**src/rtl/spv_ram.sv**
```systemverilog
// Generic single-port RAM with registered read data.
// No dependencies.
module spv_ram #(
    parameter int WIDTH = 16,
    parameter int DEPTH = 256
) (
    input  logic                     aclk,
    input  logic                     we,
    input  logic [$clog2(DEPTH)-1:0] addr,
    input  logic [WIDTH-1:0]         wdata,
    output logic [WIDTH-1:0]         rdata
);

    logic [WIDTH-1:0] mem_reg [DEPTH];
    logic [WIDTH-1:0] rdata_reg;

    always_ff @(posedge aclk) begin
        if (we) begin
            mem_reg[addr] <= wdata;
        end
        rdata_reg <= mem_reg[addr];
    end

    assign rdata = rdata_reg;

endmodule

```
**config.mk**
```make
export PLATFORM = sky130hd
export DESIGN_NAME = spv_ram
export DESIGN_NICKNAME = d
export VERILOG_FILES = /design/src/rtl/spv_ram.sv
export SDC_FILE = /design/constraint.sdc
export NUM_CORES = 2
export LEC_CHECK = 0
export BUFFER_PORTS_ARGS = -buffer_cell sky130_fd_sc_hd__buf_2
export CAP_MARGIN = 30
export CORE_UTILIZATION = 63
export CTS_CLUSTER_SIZE = 16
export DETAILED_ROUTE_END_ITERATION = 12
export PLACE_DENSITY = 0.79
export SETUP_SLACK_MARGIN = 0.3
export SYNTH_ARGS = -nofsm -noshare
export SYNTH_HDL_FRONTEND = slang
export SYNTH_SLANG_ARGS = --single-unit
```
**constraint.sdc**
```tcl
create_clock -name aclk -period 3.7 [get_ports aclk]
set_input_delay 0.37 -clock aclk [delete_from_list [all_inputs] [get_ports aclk]]
set_output_delay 0.37 -clock aclk [all_outputs]
set_load 0.03 [all_outputs]
```
[Yosys cells after proc, flatten, opt, wreduce, memory -nomap -nowiden]
Memories as Yosys holds them, arrays and structs flattened. A register that Yosys moved wholly into a read port is not among the register bits.
Cells that the tools add are included.
Operators by class
  multiplexer cells: 2
Operators with widths (count)
  1-bit 2-to-1 mux: 2
Storage, ports and cells
  flip-flop bits (word level): 0
  memory bits (writable): 4096
  bits of input ports: 26
  word-level logic and storage cells: 3
  memories kept: 1
Memories
  mem_reg: depth 256, width 16, rd ports 1, clocked after Yosys merged registers in 1, write ports 1, line 14  | logic [WIDTH-1:0] mem_reg [DEPTH];

[Logic depth before layout (Yosys ltp)]
  word-level depth: 2
  depth in mapped cells: 10
  gate-level depth less buffers: 5

[Least setup slack after synthesis]
OpenSTA, ideal clock, no wires.
  kind: input port to flip-flop
  start: input port addr[0]
  end: memory mem_reg[145][0], enable pin
  library setup time: 0.409 ns
  arrival time: 2.659 ns
  required time: 3.291 ns
  path slack: 0.632 ns
  cell stages on the path: 7
  cells stage by stage: clkbuf_1 buf_6 clkbuf_1 buf_2 nand2b_1 clkbuf_1 nor3_1
RTL lines
  start, declared: line 9  | input logic [$clog2(DEPTH)-1:0] addr,
  end, declared: line 14
Straight into the memory's write port.

==> results by stage <==
Outcome:
- The flow ran to the end, and the final reports show no timing, DRC or antenna violations.

Drt:
- After detailed routing, the average wire length per cell comes to 39.95 um.
- In the routed design, unresolved DRC markers number 0.
- In the routed layout, each cell is associated on average with a via count of 7.443.
- The post-route antenna net violation count is 0.
- The final layout contains routed wiring with a total length of 438800 um.
- Before antenna repair, the detailed router went through 7 iterations.
- The starting DRC count in detailed routing is 14460.
- The final route contains 81740 vias.

Clocking:
- Buffers added to address setup during post-CTS repair amount to 0.
- At the later pin of the worst-skew pair, clock insertion delay measures 1010 ps.
- The clock root buffer is clkbuf_16.
- After clock tree synthesis, the clock-pin slew on the worst setup and hold paths is 60 ps.
- CTS saw 4112 sinks.
- The maximum buffer depth of the clock tree is 4.
- The total number of H-tree levels is 5.
- The number of gates resized after CTS was 0.
- The number of clock buffers added by TritonCTS is 403.
- TritonCTS built the clock tree.

Global route:
- The global-route wire length before repair is 615000 um.
- The via count of the first global-routing pass is 81840.
- The total congestion overflow is 0.
- Entering global routing, the biggest net connects 134 pins.
- The global-route usage over all layers is 35.56%.
- The initial antenna violation count came to 27.

Critical path:
- The sort of element at the end of the critical path is a flip-flop.
- The critical path contains buffers and inverters numbering 6 combined.
- Walking the worst path, the cells encountered are buf_12 > buf_12 > buf_12 > buf_12 > mux4_2 > a22oi_1 > a21oi_1 > buf_4 > o41ai_1 > buf_4 > nand4_1.
- The worst setup path is launched from an input pin.
- The cell family contributing the most delay on the critical path is compound AO/OA/AOI/OAI gates.
- The maximum fanout along the worst path is 26.
- The arrival time at the worst endpoint is 4260 ps.
- The worst setup path category is input pin to flip-flop.
- The worst-path cell with the longest stage delay is o41ai_1.
- The critical path required time is 4540 ps.
- On the worst path, the slowest cell contributes a delay of 990 ps.
- Counting stages on the worst path, the most repeated cell is buf_12.

Final layout:
- The area of combinational cells with multiple inputs is 30510 um2.
- For this run, the post-layout net count is 7480.
- The share of post-route cells with drive strength above 1 is 30.42%.
- The number of fillers in the final layout is 12410.
- Registers take 123300 um2.
- The final standard cell count with taps included and fillers excluded is 10980.
- The number of flip-flops under the largest register name is 4096.
- The area growth from synthesis to final layout is 14.24%.
- The post-route cell area is 177500 um2.

STA:
- The worst clock skew on the final layout is 79.70 ps.
- For the final routed database, the setup TNS stands at 0 ps.
- For this run, the top clock speed supported by timing is 292.8 MHz.
- Counting I/O delays and the setup requirement, the final critical path takes 3416 ps.
- The count of final hold-check violations came to 0.
- The max-slew violation count came to 0.
- Across all hold checks on the routed design, the worst slack comes to 138.6 ps.
- In the finished design, the share of the clock period the worst path needs comes to 92.32%.
- For the pin with the worst max-slew slack, the measured transition is 1336 ps.
- The relative slew slack is 10.93%.
- The count of endpoints failing setup in the final report is 0.
- After layout, the worst setup slack is 284.2 ps.
- Setup repair after global routing left no endpoint under its margin.

Placement:
- The number of cells in the design after placement is 10230.
- The routability congestion estimate from global placement is 0.8896.
- The setup slack at placement is -534.5 ps.
- The placed instance area is 164600 um2.
- Buffers placed on the I/O ports in this run total 41.
- Once detailed placement completed, the half-perimeter wirelength came to 239200 um.

Min path:
- The worst hold path class is input pin to flip-flop.

Synthesis:
- Synthesis inferred 4112 register bits.
- The net count of the mapped netlist is 6753.
- The area fraction in and, or, nand and nor cells after synthesis is 0.9074%.
- The mean instance size in the synthesized netlist is 23.10 um2.
- The synthesized instance count is 6727.
- Yosys mapped the design onto 22 distinct sky130hd cell types.
- The synthesized netlist devotes 3.659% of its cell area to compound gates.
- For this run, the number of Yosys warnings is 0.
- The sequential element share of the synthesized area is 79.36%.
- The portion of synthesized area spent on multiplexers is 14.84%.
- The largest family of logic cells by synthesized area is multiplexers.
- The xor-xnor portion of the synthesized cell area is 0%.
- In this run, synthesis inferred 4096 flip-flops with an integrated enable.
- The synthesized-area fraction occupied by adder cells is 0%.
- The mapped netlist covers 155400 um2.
- The async set-or-reset flop fraction in the synthesized netlist is 0%.
- For this run, the leading register cell type out of synthesis is edfxtp_1.

Job:
- The tool flagged a number of max-cap violations equal to 0.

Power and ir drop:
- In this run the power density over the cells is 545.5 nW/um2.
- Summed over all cells, the static leakage comes to 55.52 nW.
- The maximum resistive drop on vdd is 0.5949 mV.

Floorplan:
- The core region area is 244100 um2.
- The floorplan has 181 rows.
- The number of ports placed on the die boundary is 42.
- The die is 498.7 um wide.
- The floorplan step set the die height to 498.7 um.
- The floorplan step defined a die boundary enclosing 248700 um2.
- The initial utilization of the core area, before any placement, comes to 63.65%.
==> cells in the mapped netlist, types with 25 or more instances <==
master    count  area [um2]
edfxtp_1   4096      123000
mux4_2     1024       23060
a22oi_1     512        3844
a21oi_1     256        1281
clkbuf_1    249       934.7
nor2_1      232       870.8
buf_2        76       380.4
o41ai_1      64       560.5
buf_1        54       202.7
nor3_1       30       150.1
nand2_1      28       105.1
buf_6        25       281.5
==> path summary, 6_finish.rpt <==
check,from,endpoint,slack [ps],cells past startpoint
max,addr[0],rdata[4],280,11
min,addr[7],rdata[13],140,5
max reg2reg,mem_reg[207][4],rdata[4],420,7
min reg2reg,mem_reg[255][14],rdata[14],970,5
==> area by class of cell <==
cell class                      count  area share, %
Antenna cell                       19        0.02678
Clock buffer                      487          5.912
Clock inverter                    225          1.269
Inverter                            1       0.002114
Multi-Input combinational cell   2194          17.18
Sequential cell                  4112          69.46
Tap cell                         3202          2.257
Timing Repair Buffer              742          3.886
==> routing by layer <==
layer,global-route usage (%),routed length (um),vias up
li1,-,-,30440
met1,46.30,137100,41830
met2,54.94,208300,7942
met3,9.097,61770,1502
met4,21.29,31440,24
met5,0,180,-
==> per-stage QoR <==
step / total power [mW] / util, %
final: 96.84 / 72.72
after CTS: 96.75 / 72.68
after global placement: 56.91 / 67.38
after floorplan: 54.63 / -
after detailed placement: 57.06 / 67.41
after global routing: 98.56 / 72.71
==> cells by family after synthesis <==
| group | count (synthesis) |
|---|---|
| muxes | 1024 |
| DFF | 4112 |
| AOI/OAI and AO/OA | 832 |
| buffers and inverters | 421 |
| and+or+nand+nor | 338 |
==> placed cells by master, fill, tap and decap left out, types with 30 or more instances in the layout <==
cell type / instances
edfxtp_1: 4096
mux4_2: 1024
buf_4: 583
a22oi_1: 512
clkbuf_16: 407
a21oi_1: 256
nor2_1: 228
buf_12: 97
clkinv_1: 88
clkbuf_1: 79
clkinv_2: 64
o41ai_1: 48
bufinv_16: 44
nor3_2: 30
==> repair_timing <==
item / 4_1_cts / 5_1_grt
hold buffers: 13 / 3
hold endpoints to repair: 486 / 27
endpoints found under the setup margin: 0 / 0
==> report_power, final <==
part | internal (mW) | total, mW | switching (mW)
clock network | 23.2 | 40.5 | 17.3
registers | 51.3 | 51.5 | 0.118
logic | 1.67 | 4.86 | 3.19
total | 76.2 | 96.8 | 20.6
==> worst min-delay path, cell delays in order <==
cell and delay [ps]:
buf_2 130, nor2b_2 100, buf_4 190, o41ai_2 130, nand4_1 110
(Power assumes the default switching activity.)
