==> src/rtl/spv_pkg.sv <==
// Shared types and constants for the sample playback voice.
// Depends on nothing; imported by spv_regs and the voice top level.
package spv_pkg;

    // Default sizes of the voice
    localparam int DEF_SAMPLE_DEPTH = 65536;
    localparam int DEF_SAMPLE_BITS  = 16;
    localparam int DEF_FRAC_BITS    = 16;

    // Fixed field widths
    localparam int POS_BITS      = 33;
    localparam int CFG_ADDR_BITS = 5;
    localparam int GAIN_FRAC     = 12;   // 4.12 gain
    localparam int FADE_FRAC     = 16;   // 1.16 fade
    localparam logic [16:0] FADE_UNITY = 17'h10000;

    // Register indexes (paddr[4:2])
    localparam logic [2:0] REG_START_POS  = 3'd0;
    localparam logic [2:0] REG_STOP_FRAME = 3'd1;
    localparam logic [2:0] REG_COUNT      = 3'd2;
    localparam logic [2:0] REG_STEP       = 3'd3;
    localparam logic [2:0] REG_GAIN       = 3'd4;
    localparam logic [2:0] REG_REL_LEN    = 3'd5;
    localparam logic [2:0] REG_REL_RECIP  = 3'd6;

    // Register reset values
    localparam logic [31:0] RST_START_POS  = 32'd0;
    localparam logic [16:0] RST_STOP_FRAME = 17'd65536;
    localparam logic [16:0] RST_COUNT      = 17'd65536;
    localparam logic [23:0] RST_STEP       = 24'd65536;
    localparam logic [15:0] RST_GAIN       = 16'd4096;
    localparam logic [15:0] RST_REL_LEN    = 16'd480;
    localparam logic [16:0] RST_REL_RECIP  = 17'd137;

    typedef enum logic [1:0] {
        FN_WRITE   = 2'd0,
        FN_TICK    = 2'd1,
        FN_RELEASE = 2'd2,
        FN_RESTART = 2'd3
    } func_t;

    typedef enum logic [2:0] {
        ST_IDLE,
        ST_RD1,
        ST_RD2,
        ST_MUL,
        ST_OUT
    } state_t;

    typedef struct packed {
        logic [31:0] play_start;
        logic [16:0] stop_frame;
        logic [16:0] sample_count;
        logic [23:0] playback_step;
        logic [15:0] linear_gain;
        logic [15:0] release_length;
        logic [16:0] release_recip;
    } cfg_t;

endpackage

==> src/rtl/spv_regs.sv <==
// APB-style configuration register file of the voice.
// Depends on spv_pkg (cfg_t, register indexes, reset values).
module spv_regs
    import spv_pkg::*;
(
    input  logic                     aclk,
    input  logic                     aresetn,
    input  logic                     psel,
    input  logic                     penable,
    input  logic                     pwrite,
    input  logic [CFG_ADDR_BITS-1:0] paddr,
    input  logic [31:0]              pwdata,
    output logic [31:0]              prdata,
    output logic                     pready,
    output cfg_t                     cfg
);

    cfg_t       cfg_reg;
    logic [2:0] idx;
    logic       wr;

    assign pready = 1'b1;
    assign idx    = paddr[4:2];
    assign wr     = psel & penable & pwrite;

    always_ff @(posedge aclk) begin
        if (!aresetn) begin
            cfg_reg.play_start     <= RST_START_POS;
            cfg_reg.stop_frame     <= RST_STOP_FRAME;
            cfg_reg.sample_count   <= RST_COUNT;
            cfg_reg.playback_step  <= RST_STEP;
            cfg_reg.linear_gain    <= RST_GAIN;
            cfg_reg.release_length <= RST_REL_LEN;
            cfg_reg.release_recip  <= RST_REL_RECIP;
        end else if (wr) begin
            unique case (idx)
                REG_START_POS:  cfg_reg.play_start     <= pwdata;
                REG_STOP_FRAME: cfg_reg.stop_frame     <= pwdata[16:0];
                REG_COUNT:      cfg_reg.sample_count   <= pwdata[16:0];
                REG_STEP:       cfg_reg.playback_step  <= pwdata[23:0];
                REG_GAIN:       cfg_reg.linear_gain    <= pwdata[15:0];
                REG_REL_LEN:    cfg_reg.release_length <= pwdata[15:0];
                REG_REL_RECIP:  cfg_reg.release_recip  <= pwdata[16:0];
                default: ;
            endcase
        end
    end

    always_comb begin
        unique case (idx)
            REG_START_POS:  prdata = cfg_reg.play_start;
            REG_STOP_FRAME: prdata = 32'(cfg_reg.stop_frame);
            REG_COUNT:      prdata = 32'(cfg_reg.sample_count);
            REG_STEP:       prdata = 32'(cfg_reg.playback_step);
            REG_GAIN:       prdata = 32'(cfg_reg.linear_gain);
            REG_REL_LEN:    prdata = 32'(cfg_reg.release_length);
            REG_REL_RECIP:  prdata = 32'(cfg_reg.release_recip);
            default:        prdata = 32'd0;
        endcase
    end

    assign cfg = cfg_reg;

endmodule

==> config.mk <==
export PLATFORM = sky130hd
export DESIGN_NAME = spv_regs
export DESIGN_NICKNAME = d
export VERILOG_FILES = /design/src/rtl/spv_pkg.sv /design/src/rtl/spv_regs.sv
export SDC_FILE = /design/constraint.sdc
export NUM_CORES = 1
export LEC_CHECK = 0
export BUFFER_PORTS_ARGS = -buffer_cell sky130_fd_sc_hd__buf_2
export CAP_MARGIN = 10
export CORE_ASPECT_RATIO = 1.75
export CORE_MARGIN = 2
export CORE_UTILIZATION = 30
export CTS_CLUSTER_SIZE = 12
export DETAILED_ROUTE_END_ITERATION = 8
export PLACE_DENSITY = 0.53
export SYNTH_ARGS = -nofsm -noshare
export SYNTH_HDL_FRONTEND = slang
export SYNTH_SLANG_ARGS = --single-unit
export TNS_END_PERCENT = 30
==> constraint.sdc <==
create_clock -name aclk -period 4.4 [get_ports aclk]
set_clock_uncertainty 0.2 [all_clocks]
set_input_delay 0.88 -clock aclk [delete_from_list [all_inputs] [get_ports aclk]]
set_output_delay 0.88 -clock aclk [all_outputs]
set_load 0.05 [all_outputs]
Word level (Yosys, flattened, before mapping)
Index checks and enable logic that the tools add are counted.
{ "totals": {"ff_bits": 139, "in_bits": 42, "output_inout_bits": 172, "word_cells": 24} }
{ "classes": {"eq_ne": 6, "muxes": 1, "bitwise_logic": 2, "reduce_logical": 8} }
{ "ops": {"columns": ["operator", "count"], "rows": [
  ["32-bit one-hot mux with 7 select lines", 1],
  ["2-bit AND reduction", 7],
  ["3-bit == test, second input constant", 3],
  ["3-bit by 2-bit == test with 1-bit output, second input constant", 2],
  ["3-bit by 1-bit == test with 1-bit output, second input constant", 1],
  ["3-bit logical NOT", 1],
  ["1-bit bitwise AND", 2]
]} }

Logic depth before layout (Yosys ltp)
Gate-level depths: netlist of the first run.
{ "depth": {"word_depth": 3, "mapped_depth": 6, "mapped_depth_nobuf": 3} }

Least setup slack after synthesis of the first run
OpenSTA, ideal clock, no wires.
{ "synth_timing": {"path_kind": "input to output", "from": "in paddr[3]", "to": "out prdata[0]", "arrival_ns": 2.751, "required_ns": 3.320, "path_slack_ns": 0.569, "cell_stages": 5, "path_buffers": 3, "path_cell_list": "buf_4 buf_6 buf_4 mux2i_1 a221oi_1"} }
{ "synth_between": {"elab_chain_len": 2, "word_cells_on_any_way": 8, "cone_classes": "6 x eq/ne; 1 x mux; 1 x reduce/logical"} }
{ "synth_lines": {"columns": ["item", "line", "source"], "rows": [
  ["from (decl)", "spv_regs.sv:11", "input logic [CFG_ADDR_BITS-1:0] paddr,"],
  ["3-bit == test (tied with other cells)", "spv_regs.sv:50", "unique case (idx)"],
  ["32-bit one-hot mux with 7 select lines *", "spv_regs.sv:50", null],
  ["to (decl)", "spv_regs.sv:13", "output logic [31:0] prdata,"]
]} }
Mark *: on every way between the ends. The rest lies on a longest branch, timed or not.

Final worst setup path of the first run
{ "layout_timing": {"from": "in paddr[4]", "to": "out prdata[2]"} }
Same word-level chain as after synthesis.

==> summary.txt, run 1 <==
Clocking
  – Clk slew on worst S/H paths: about 0.060 ns
  – Post-cts resize count: 0
  – Sink Count: 139
  – TritonCTS Buffers: 17
  – Post-CTS Setup Repair Bufs: 0
  – CTS Hold Buffers Added: 0
  – Clk buf depth: 2
  – H-tree depth: 4
  – Clock latency on the worst-skew pair: around 0.42 ns
  – Clock Tree Root: clkbuf_16
  – CTS tree: done

Final layout
  – Area growth, synth to finish: 31.34%
  – Largest register FFs: between 100 and 150
  – Layout cell share with drive strength beyond 1: between 30% and 40%
  – Commonest cells after routing, fill and taps aside: buf_2 (209), mux2i_1 (179), nand2_1 (161)
  – Commonest non-fill, non-tap cell in the layout: buf_2
  – Fin nets: ~900

Worst setup path
  – Cells along the critical path: buf_2, nand2b_2, o221a_1, a221oi_1, buf_2
  – Most common cell on crit path: buf_2
  – Kind of critical path: in -> out
  – CP delay by family, top: buffers and inverters
  – Crit. End Element: primary output
  – CP max stage cell: nand2b_2
  – Crit-path max FO: 21
  – Crit path launch type: input pin
  – FF-to-FF Start: cfg[45]$_SDFFE_PN1P_
  – R2R cell count: 2
  – Worst Path Arrival: about 2.8 ns
  – R2r setup slk: roughly 3.4 ns
  – Required time of the critical path: approximately 3.3 ns
  – Crit path buf inv count: 2
  – Crit-path max cell delay: 0.50 ns
  – Reg-to-reg endpoint: cfg[45]$_SDFFE_PN1P_

Worst hold path
  – Hold crit path type: reg -> reg
  – Min-Delay Startpoint: cfg[134]$_SDFFE_PN0P_
  – Hold endpoint: cfg[134]$_SDFFE_PN0P_
  – Hold depth: 2

Timing
  – Unrepaired setup endpoints after global routing: no
  – Final setup viols: 0
  – Final-report max-slew violation count: 0
  – Slew Limit Headroom: 32.74%
  – Slew at the pin closest to its max-slew limit: around 1 ns
  – Final hold slack: around 0.26 ns
  – Minimum clock period: ~3.9 ns
  – Hold Vio Cnt, Final: 0
  – TNS Setup: 0 ns
  – Max frequency: about 260 MHz
  – Final period util: slightly below 90%

Detailed routing
  – DRT Pass-1 Iters: 4
  – Iteration-0 DRC Markers: approximately 160
  – Vias per cell: between 4 and 5
  – Drt wl/cell: 19.27 µm
  – Final ANT Viol Nets: 0
  – Final wirelength: between 20 and 25 mm
  – Via total after detailed routing: about 5500
  – DRC: 0

Die
  – Die width: between 100 and 150 µm
  – Vert. Die Dim: 196.6 µm
  – Starting density of the core: 30.49%
  – Die ar.: 22410 µm²
  – Row cnt: 70
  – Core ar.: ~21000 µm²
  – Ports: 214

Global routing
  – First-pass GRT wire length: ~32 mm
  – Vias in the first global route: 5341
  – Largest net degree at the start of global routing: 68
  – Initial antenna violation count: 1
  – Tot GR Track Use: about a fifth
  – GRT overflow: 0

Yosys
  – Synth unique cells: 36
  – Post-Syn Area: 6356 µm²
  – Syn_area_per_cell: about 9.7 µm²
  – Register bit total from synthesis: between 100 and 150
  – Synthesized instance count: around 650
  – Share of the yosys chip area belonging to registers: a little over two fifths
  – Yosys warnings: 0
  – Synthesized Nets: 695

Power and ir drop
  – Peak supply drop: 0.0002744 V
  – P_leak: about 0.0037 µW
  – Tot Pwr: approximately 3300 µW
  – Power density over the cells: about 400 nW/µm²

Status
  – Status: finished clean

Placed design
  – HPWL after DPL: 14.99 mm
  – Number of port buffers: 210
  – Routability Congestion: 0.7543

Run
  – Max Cap Viol: 0
[per-stage QoR]
stage / utilization (%) / instances / instance area, µm² / worst slack [ns]
6_report: 40.05 / 1120 / 8348 / 0.4958
5_1_grt: 40.05 / 1120 / 8348 / 0.3904
4_1_cts: 40.04 / 1119 / 8346 / 0.4701
3_5_place_dp: 36.70 / 1087 / 7651 / 0.4741
3_3_place_gp: 36.70 / 1087 / 7651 / 0.4838
2_1_floorplan: - / 653 / 6356 / 0.5692
[layout make-up]
class / instances / area, µm²
Multi-Input combinational cell: 442 / 3214
Clock buffer: 22 / 484.2
Sequential cell: 139 / 2783
Antenna cell: 1 / 2.502
Inverter: 22 / 82.58
Tap cell: 252 / 315.3
Timing Repair Buffer: 232 / 1256
Fill cell: 2131 / 12500
Clock inverter: 10 / 210.2
[cell usage after synthesis]
master / instances / area [µm²]
mux2i_1: 179 / 1792
nand2_1: 161 / 604.3
dfxtp_1: 139 / 2783
inv_1: 22 / 82.58
clkbuf_1: 17 / 63.81
buf_4: 13 / 97.59
a221oi_1: 12 / 105.1
buf_2: 10 / 50.05
nor2_1: 10 / 37.54
o21ai_0: 10 / 50.05
o221a_1: 10 / 112.6
and2_1: 9 / 56.30
a22oi_1: 8 / 60.06
buf_1: 5 / 18.77
buf_6: 5 / 56.30
nor2b_1: 5 / 31.28
o221a_2: 5 / 56.30
o311ai_0: 5 / 43.79
a221oi_2: 3 / 45.04
nor3_1: 3 / 15.01
o211ai_1: 3 / 22.52
nand2b_1: 2 / 12.51
nand3_1: 2 / 10.01
nor2_2: 2 / 12.51
nor2_4: 2 / 22.52
a21o_1: 1 / 7.510
and4b_1: 1 / 10.01
conb_1: 1 / 3.750
mux2_2: 1 / 11.26
nand2b_2: 1 / 8.760
nand3_2: 1 / 10.01
nand4_1: 1 / 6.260
nand4b_4: 1 / 23.77
nor3_4: 1 / 16.27
o22a_1: 1 / 8.760
o2bb2ai_1: 1 / 8.760
[cells by family (layout without fill, tap and decap cells)]
group | after synthesis | after routing | synth area share [%]
buffers and inverters | 72 | 286 | 5.807
flip-flops | 139 | 139 | 43.78
other | 1 | 2 | 0.05900
AND/OR/NAND/NOR | 202 | 202 | 13.80
multiplexers | 180 | 180 | 28.37
AO/OA/AOI/OAI | 59 | 59 | 8.189
[how the worst max path moves through the flow]
stage / endpoint / startpoint / depth (start not counted)
finish: prdata[2] / paddr[4] / 5
global route: prdata[9] / paddr[4] / 5
CTS: prdata[2] / paddr[4] / 5
detailed placement: prdata[2] / paddr[4] / 5
global placement: prdata[2] / paddr[4] / 5
floorplan: prdata[0] / paddr[3] / 5
[tightest hold or removal path, stage by stage, from the launching register on]
cell and delay, ns:
dfxtp_1 0.31, nand2_1 0.05, mux2i_1 0.05
[layer usage]
metal / global-route usage [%] / part of all wire [%] / wire length (µm)
met4: 8.401 / 2.4 / 512
met2: 33.66 / 52 / 11230
met3: 4.674 / 5.5 / 1179
met5: 0 / 0 / 0
met1: 22.09 / 40 / 8659
[report_power, final]
group | internal, µW | switching, µW | leakage (µW)
registers | 1270 | 7.90 | 0.00112
clock network | 1120 | 555 | 0.000337
logic | 80.8 | 213 | 0.00226
(Power assumes the default switching activity.)
==> run 2: changes to the inputs <==
MAX_ROUTING_LAYER = met4   (was not set)
clock period = 3.6 ns   (was 4.4 ns; I/O delays follow)
==> run 2 against run 1 <==
  * Combinational power up 26%
  * Critical path depth did not move
  * Global-route usage increased by 0.98 points
  * Register-to-register slack lost 0.77 ns
  * Count of clock-buffer cells in the layout shrank 4
  * Critical endpoint unchanged
  * Highest routed layer unchanged
==> summary.txt, run 2 (synthesis results as in run 1) <==
Worst setup path
  – Kind of critical path: in -> out (unchanged)
  – Crit-path max cell delay: 0.48 ns (was 0.50 ns)
  – Crit. End Element: primary output (unchanged)
  – Cells along the critical path: buf_2, nand2b_2, o221a_1, a221oi_1, buf_2 (unchanged)
  – Crit path launch type: input pin (unchanged)
  – CP max stage cell: nand2b_2 (unchanged)
  – Most common cell on crit path: buf_2 (unchanged)
  – Crit-path max FO: 21 (unchanged)
  – Required time of the critical path: 2.68 ns (was 3.32 ns)
  – R2r setup slk: 2.67 ns (was 3.44 ns)
  – Worst Path Arrival: 2.40 ns (was 2.82 ns)

Clocking
  – H-tree depth: 4 (unchanged)
  – CTS Hold Buffers Added: 0 (unchanged)
  – CTS tree: done (unchanged)
  – Post-cts resize count: 0 (unchanged)
  – Sink Count: 139 (unchanged)
  – Clk slew on worst S/H paths: 0.06 ns (about the same)
  – TritonCTS Buffers: 17 (unchanged)
  – Post-CTS Setup Repair Bufs: 0 (unchanged)
  – Clock latency on the worst-skew pair: 0.42 ns (about the same)
  – Clk buf depth: 2 (unchanged)
  – Clock Tree Root: clkbuf_16 (unchanged)

Final layout
  – Largest register FFs: 139 (unchanged)
  – Area growth, synth to finish: 32.83% (was 31.34%)
  – Commonest non-fill, non-tap cell in the layout: buf_2 (unchanged)
  – Fin nets: 904 (was 896)
  – Finished Core Util: 40.50% (was 40.05%)
  – Design area: 8443 µm² (was 8348 µm²)
  – Layout cell share with drive strength beyond 1: 33.37% (was 32.64%)
  – Commonest cells after routing, fill and taps aside: buf_2 (209), mux2i_1 (179), nand2_1 (161) (unchanged)

Detailed routing
  – Via total after detailed routing: 5547 (was 5494)
  – Drt wl/cell: 19.49 µm (was 19.27 µm)
  – DRC: 0 (unchanged)
  – Iteration-0 DRC Markers: 207 (was 157)
  – Final ANT Viol Nets: 0 (unchanged)
  – Final wirelength: 21.99 mm (was 21.59 mm)
  – Vias per cell: 4.918 (was 4.905)
  – DRT Pass-1 Iters: 4 (unchanged)

Placed design
  – Number of port buffers: 210 (unchanged)
  – Routability Congestion: 0.7662 (was 0.7543)
  – Worst slack at placement: 0.2498 ns (was 0.4741 ns)
  – Dpl cell area: 7736 µm² (was 7651 µm²)
  – HPWL after DPL: 15.44 mm (was 14.99 mm)

Timing
  – Hold Vio Cnt, Final: 0 (unchanged)
  – Slew Limit Headroom: 35.71% (was 32.74%)
  – Final setup viols: 0 (unchanged)
  – Final period util: between 90% and 100%
  – Slew at the pin closest to its max-slew limit: 0.9600 ns (was 1.005 ns)
  – Minimum clock period: around 3.3 ns
  – Max frequency: 301.3 MHz
  – Final worst slack: 0.2813 ns (was 0.4958 ns)
  – Final-report max-slew violation count: 0 (unchanged)
  – Unrepaired setup endpoints after global routing: no (unchanged)
  – TNS Setup: 0 ns (unchanged)

Worst hold path
  – Hold crit path type: reg -> reg (unchanged)

Die
  – Starting density of the core: 30.49% (unchanged)
  – Ports: 214 (unchanged)
  – Core ar.: 20850 µm² (unchanged)
  – Vert. Die Dim: 196.6 µm (unchanged)
  – Row cnt: 70 (unchanged)
  – Die ar.: 22410 µm² (unchanged)
  – Die width: 114.0 µm (unchanged)

Run
  – Max Cap Viol: 0 (unchanged)

Global routing
  – Initial antenna violation count: 1 (unchanged)
  – Largest net degree at the start of global routing: 44 (was 68)
  – Vias in the first global route: 5484 (was 5341)
  – Tot GR Track Use: 20.26% (was 19.28%)
  – GRT overflow: 0 (unchanged)
  – First-pass GRT wire length: 32.91 mm (was 32.31 mm)

Status
  – Status: finished clean (unchanged)

Power and ir drop
  – Power density over the cells: 477.8 nW/µm² (was 389.4 nW/µm²)
  – Peak supply drop: 0.0002238 V (was 0.0002744 V)
  – P_leak: 0.003770 µW (was 0.003721 µW)
run 2: metal layers:
metal | vias up | routed length [µm] | track usage (%)
met5 | - | 0 | -
li1 | 2680 | - | -
met2 | 175 | 11510 | 34.83
met1 | 2661 | 8906 | 22.52
met3 | 31 | 941 | 4.151
met4 | 0 | 624 | 8.762
run 2: layout make-up:
type                    count  area, µm²
fillers                  2143      12400
flip-flops and latches    139       2783
clock inverters            14      265.3
diodes                      1      2.502
multi-input cells         442       3214
well taps                 252      315.3
clock buffers              18      439.2
inverters                  22      82.58
repair buffers            240       1341
run 2: worst max-delay path, delay by kind of cell:
family	cells	cell delay (ns)
simple gates	1	0.48
compound gates	2	0.66
buf+inv	2	0.53
run 2: power breakdown:
group | total, µW | internal, µW | switching [µW] | leakage, µW
clock | 2100 | 1390 | 712 | 0.000337
sequential | 1560 | 1550 | 9.97 | 0.00112
combinational | 370 | 106 | 264 | 0.00231
run 2: path summary, 6_finish.rpt:
kind,depth (start not counted),startpoint,end
hold / removal,2,cfg[136]$_SDFFE_PN0P_,cfg[136]$_SDFFE_PN0P_
hold reg to reg,2,cfg[136]$_SDFFE_PN0P_,cfg[136]$_SDFFE_PN0P_
setup reg to reg,2,cfg[45]$_SDFFE_PN1P_,cfg[45]$_SDFFE_PN1P_
setup / recovery,5,paddr[3],prdata[2]
run 2: through the flow:
stage	hold slack [ns]	std cells	total power (µW)
final	0.2645	1128	4035
after CTS	0.2688	1127	4084
after global placement	0.2534	1095	1964
after floorplan	0.4779	653	1842
after global routing	0.2853	1128	4168
after detailed placement	0.2590	1095	1966
